[src/hdl/ssrb_pkg.sv]
`default_nettype none

package ssrb_pkg;

   // field widths fixed by the stream and register formats
   localparam int DATA_W      = 8;
   localparam int FADDR_W     = 12;
   localparam int ACT_W       = 2;
   localparam int XPOS_W      = 9;
   localparam int YPOS_W      = 8;
   localparam int ROWS_W      = 9;
   localparam int COLS_W      = 7;
   localparam int ROP_W       = 2;
   localparam int STRIDE_W    = 7;
   localparam int ROWBASE_W   = 16;
   localparam int ORIGIN_W    = 16;
   localparam int PROD_W      = YPOS_W + STRIDE_W;
   localparam int SUM_W       = 18;
   localparam int REQ_TDATA_W = 24;
   localparam int CSR_IDX_W   = 3;
   localparam int CSR_DATA_W  = 9;

   // result queue
   localparam int RSP_DEPTH   = 4;
   localparam int RSP_PTR_W   = 2;
   localparam int RSP_CNT_W   = 3;

   // register indexes
   localparam logic [CSR_IDX_W-1:0] CSR_X_POS         = 3'd0;
   localparam logic [CSR_IDX_W-1:0] CSR_Y_POS         = 3'd1;
   localparam logic [CSR_IDX_W-1:0] CSR_ROW_COUNT     = 3'd2;
   localparam logic [CSR_IDX_W-1:0] CSR_BYTES_PER_ROW = 3'd3;
   localparam logic [CSR_IDX_W-1:0] CSR_RASTER_OP     = 3'd4;
   localparam logic [CSR_IDX_W-1:0] CSR_LINE_STRIDE   = 3'd5;

   typedef enum logic [ACT_W-1:0] {
      ACT_SPRITE = 2'd0,
      ACT_READ   = 2'd1,
      ACT_WRITE  = 2'd2,
      ACT_NONE   = 2'd3
   } action_type;

   typedef enum logic [ROP_W-1:0] {
      ROP_OR   = 2'd0,
      ROP_AND  = 2'd1,
      ROP_XOR  = 2'd2,
      ROP_KEEP = 2'd3
   } rop_type;

   typedef enum logic [1:0] {
      UOP_COMBINE,
      UOP_STORE,
      UOP_LOAD,
      UOP_IDLE
   } uop_kind_type;

   typedef struct packed {
      logic [DATA_W-1:0] read_data;
      logic              blit_done;
      logic              out_of_range;
   } rsp_word_type;

endpackage

`default_nettype wire

[src/hdl/ssrb_rsp_fifo.sv]
`default_nettype none

module ssrb_rsp_fifo
   import ssrb_pkg::*;
(
   input  wire                     clock,
   input  wire                     reset,
   input  wire                     push_valid,
   input  wire rsp_word_type       push_word,
   input  wire                     pop_ready,
   output logic                    pop_valid,
   output rsp_word_type            pop_word,
   output logic [RSP_CNT_W-1:0]    level
);

   rsp_word_type         slot_ff [RSP_DEPTH];
   logic [RSP_PTR_W-1:0] wr_ptr_ff, wr_ptr_in;
   logic [RSP_PTR_W-1:0] rd_ptr_ff, rd_ptr_in;
   logic [RSP_CNT_W-1:0] level_ff, level_in;
   logic                 pop;

   assign pop_valid = (level_ff != '0);
   assign pop_word  = slot_ff[rd_ptr_ff];
   assign level     = level_ff;
   assign pop       = pop_valid && pop_ready;

   always_comb begin
      wr_ptr_in = wr_ptr_ff + RSP_PTR_W'(push_valid);
      rd_ptr_in = rd_ptr_ff + RSP_PTR_W'(pop);
      level_in  = level_ff + RSP_CNT_W'(push_valid) - RSP_CNT_W'(pop);
   end

   always_ff @(posedge clock) begin
      if (reset) begin
         wr_ptr_ff <= '0;
         rd_ptr_ff <= '0;
         level_ff  <= '0;
      end else begin
         wr_ptr_ff <= wr_ptr_in;
         rd_ptr_ff <= rd_ptr_in;
         level_ff  <= level_in;
      end
   end

   always_ff @(posedge clock) begin
      if (push_valid) begin
         slot_ff[wr_ptr_ff] <= push_word;
      end
   end

endmodule

`default_nettype wire

[config.mk]
export PLATFORM = sky130hd
export DESIGN_NAME = ssrb_rsp_fifo
export DESIGN_NICKNAME = d
export VERILOG_FILES = /design/src/hdl/ssrb_pkg.sv /design/src/hdl/ssrb_rsp_fifo.sv
export SDC_FILE = /design/constraint.sdc
export NUM_CORES = 1
export LEC_CHECK = 0
export BUFFER_PORTS_ARGS = -buffer_cell sky130_fd_sc_hd__buf_2
export CORE_MARGIN = 2
export CORE_UTILIZATION = 59
export DETAILED_ROUTE_END_ITERATION = 8
export PLACE_DENSITY = 0.9
export SLEW_MARGIN = 20
export SYNTH_ARGS = -nofsm -noshare
export SYNTH_HDL_FRONTEND = slang
export SYNTH_SLANG_ARGS = --single-unit
[constraint.sdc]
create_clock -name clock -period 3.7 [get_ports clock]
set_clock_uncertainty 0.15 [all_clocks]
set_input_delay 0.37 -clock clock [delete_from_list [all_inputs] [get_ports clock]]
set_output_delay 0.37 -clock clock [all_outputs]
set_load 0.05 [all_outputs]
==> flow_metrics.py <==
metrics = {
    "critical_path": {
        "critical_path.endpoint_type": "output pin",
        "setup.worst_path.class": "reg -> out",
        "arrival_ns": 2.08,
        "worst_path_required_ns": 3.18,
        "worstSetupStartpointType": "flop",
        "worst-r2r-setup-slack_ns": 1.81,
        "critical_path_peak_fanout": 13,
    },
    "floorplan": {
        "std_cell_rows": 20,
        "initial_core_util": 0.612,
        "chipWidth_um": 59.8,
        "coreArea_um2": 3000,
        "io_pins": 28,
        "die_y_um": 59.8,
        "design.die.area_um2": 3580,
    },
    "synth": {
        "ys_warn_count": 0,
        "synth.yosys.seq_area_share": 0.730,
        "post_synth_instance_area_um2": 1840,
        "synth_cell_type_count": 24,
        "yosysTopAreaCell": "sky130_fd_sc_hd__edfxtp_1",
        "cells_after_synthesis": 87,
        "synth.net_count": 104,
        "postSynthRegisterBits": 47,
        "post-synth-top-area-fraction": 0.654,
        "post_synth_main_area_contributors": "sky130_fd_sc_hd__edfxtp_1 65%, sky130_fd_sc_hd__mux4_2 8.6%, sky130_fd_sc_hd__dfxtp_1 7.6%",
        "post_synthesis_area_per_instance_um2": 21.1,
    },
    "clocking": {
        "path_clk_slew_ns": 0.12,
        "cts_tree": "done",
        "cts_resized": 0,
        "cts-root-to-sink-buffers": 2,
        "clock_tree.htree_level_count": 2,
        "postCtsSetupRepairBufs": 0,
        "clkLatencyLatePin_ns": 0.33,
        "clockRootBuffer": "sky130_fd_sc_hd__clkbuf_4",
        "tritoncts.num_buffers": 5,
        "cts_sinks": 47,
        "ctsHoldBuffers": 0,
    },
    "placement": {
        "placed_cells": 145,
        "placedInstanceArea_um2": 2000,
        "portBuffers": 27,
        "gp_congestion": 0.658,
        "dpl.hpwl_mm": 2.00,
    },
    "outcome": {
        "outcome": "completed",
    },
    "sta": {
        "timing.final.crit_share": 0.703,
        "tightest_slew_ns": 0.946,
        "final.min_clock_period_ns": 2.60,
        "max-slew-margin-rel": 0.367,
        "grt_setup_unrepaired": "false",
        "setup-tns-final_ns": 0,
        "timing.final.max_slew_violations": 0,
        "setup_viol": 0,
        "final.hold.worst_slack_ns": 0.0846,
        "maxClockFrequency_mhz": 384,
        "final_report_hold_violation_count": 0,
    },
    "route": {
        "drc": 0,
        "dr_iter_0_viols": 12,
        "detailed_route_via_count": 881,
        "routedWlPerCell_um": 19.0,
        "detailedRoute.firstPassIterationCount": 4,
        "detail-route-antenna-nets": 0,
        "viasPerCell": 5.76,
        "routed_wl_mm": 2.90,
    },
    "layout": {
        "layout.cells.non_filler": 153,
        "finalNetCount": 136,
        "fillCellCount": 208,
        "drive_gt1_frac": 0.367,
        "layout_commonest_cell": "sky130_fd_sc_hd__edfxtp_1",
        "antenna_cells_inserted": 0,
        "finalInstanceArea_um2": 2050,
        "layout_common_cells": "40 x sky130_fd_sc_hd__edfxtp_1, 27 x sky130_fd_sc_hd__buf_2, 7 x sky130_fd_sc_hd__mux4_2, 7 x sky130_fd_sc_hd__nor2_1, 7 x sky130_fd_sc_hd__dfxtp_1",
        "syn2layout_area_growth_pct": 11.6,
    },
    "global_routing": {
        "track_usage": 0.180,
        "grt_pass1_wl_mm": 4.28,
        "overflow": 0,
        "initial_antenna_violation_count": 0,
        "via_count_of_the_first_global_routing_pass": 875,
        "grt_start_max_net_pins": 14,
    },
    "power": {
        "irDropWorstVdd_v": 0.000532,
        "total_power_w": 0.00130,
        "leakage_nw": 0.734,
        "power-per-cell-area_nw_per_um2": 635,
    },
    "min_path": {
        "worst_hold_path_type": "in -> reg",
    },
    "job": {
        "maxCapViolations": 0,
    },
}
-- cell usage after synthesis, drive strengths merged --
library cell	count
nor3b	1
xnor3	1
mux2	2
dfxtp	7
fa	1
nor2b	4
o311ai	1
clkbuf	1
o31ai	1
and3	1
nand2	1
mux2i	1
buf	2
edfxtp	40
xnor2	1
mux4	10
inv	1
nor2	7
or3	1
and3b	1
ha	2
-- power by group --
| group | leakage [nW] | total [W] | internal [W] | switching (W) |
|---|---|---|---|---|
| Sequential | 0.425 | 0.000680 | 0.000615 | 0.0000644 |
| Clock | 0.0273 | 0.000214 | 0.0000707 | 0.000143 |
| Combinational | 0.282 | 0.000408 | 0.000149 | 0.000259 |
-- state kept, by name, indices dropped and copies added, names as in the netlist --
signal / flops
level: 3
rd_ptr_ff: 2
slot_ff: 40
wr_ptr_ff: 2
-- layout make-up --
| type | count | area, um^2 | area share |
|---|---|---|---|
| flip-flops and latches | 47 | 1340 | 0.654 |
| multi-input cells | 36 | 472 | 0.230 |
| repair buffers | 28 | 143 | 0.0696 |
| clock buffers | 6 | 41.3 | 0.0201 |
| well taps | 33 | 41.3 | 0.0201 |
| clock inverters | 2 | 7.51 | 0.00366 |
| inverters | 1 | 3.75 | 0.00183 |
-- path summary, 6_finish.rpt --
path,end,start,cells past startpoint
max,pop_word[0],rd_ptr_ff[0]$_SDFF_PP0_,2
min,slot_ff[3][8]$_DFFE_PP_,push_word[8],1
max reg2reg,level[1]$_SDFF_PP0_,level[0]$_SDFF_PP0_,6
min reg2reg,wr_ptr_ff[1]$_SDFF_PP0_,wr_ptr_ff[1]$_SDFF_PP0_,2
-- worst max-delay path, stage by stage (launching register included) --
cell and delay, ns:
sky130_fd_sc_hd__dfxtp_1 0.84, sky130_fd_sc_hd__mux4_1 0.67, sky130_fd_sc_hd__buf_2 0.23
-- per-stage QoR --
step / setup slack, ns / utilization
after floorplan: 1.58 / -
after global placement: 1.50 / 0.666
after detailed placement: 1.41 / 0.666
after CTS: 1.03 / 0.683
after global routing: 0.949 / 0.683
final: 1.10 / 0.683
-- routing by layer --
layer	part of all wire	global-route usage
met5	0	0
met4	0.027	0.0921
met3	0.044	0.0433
met2	0.52	0.326
met1	0.40	0.194
-- cell families after synthesis --
kind of cell | Yosys count | share of synthesized area
AO/OA/AOI/OAI | 2 | 0.0211
XOR/XNOR | 2 | 0.0170
adder cells (fa/ha/maj) | 3 | 0.0245
buffers and inverters | 4 | 0.0129
flip-flops | 47 | 0.730
multiplexers | 13 | 0.149
AND/OR/NAND/NOR | 16 | 0.0456
No activity file was read; power rests on OpenSTA's default activity.
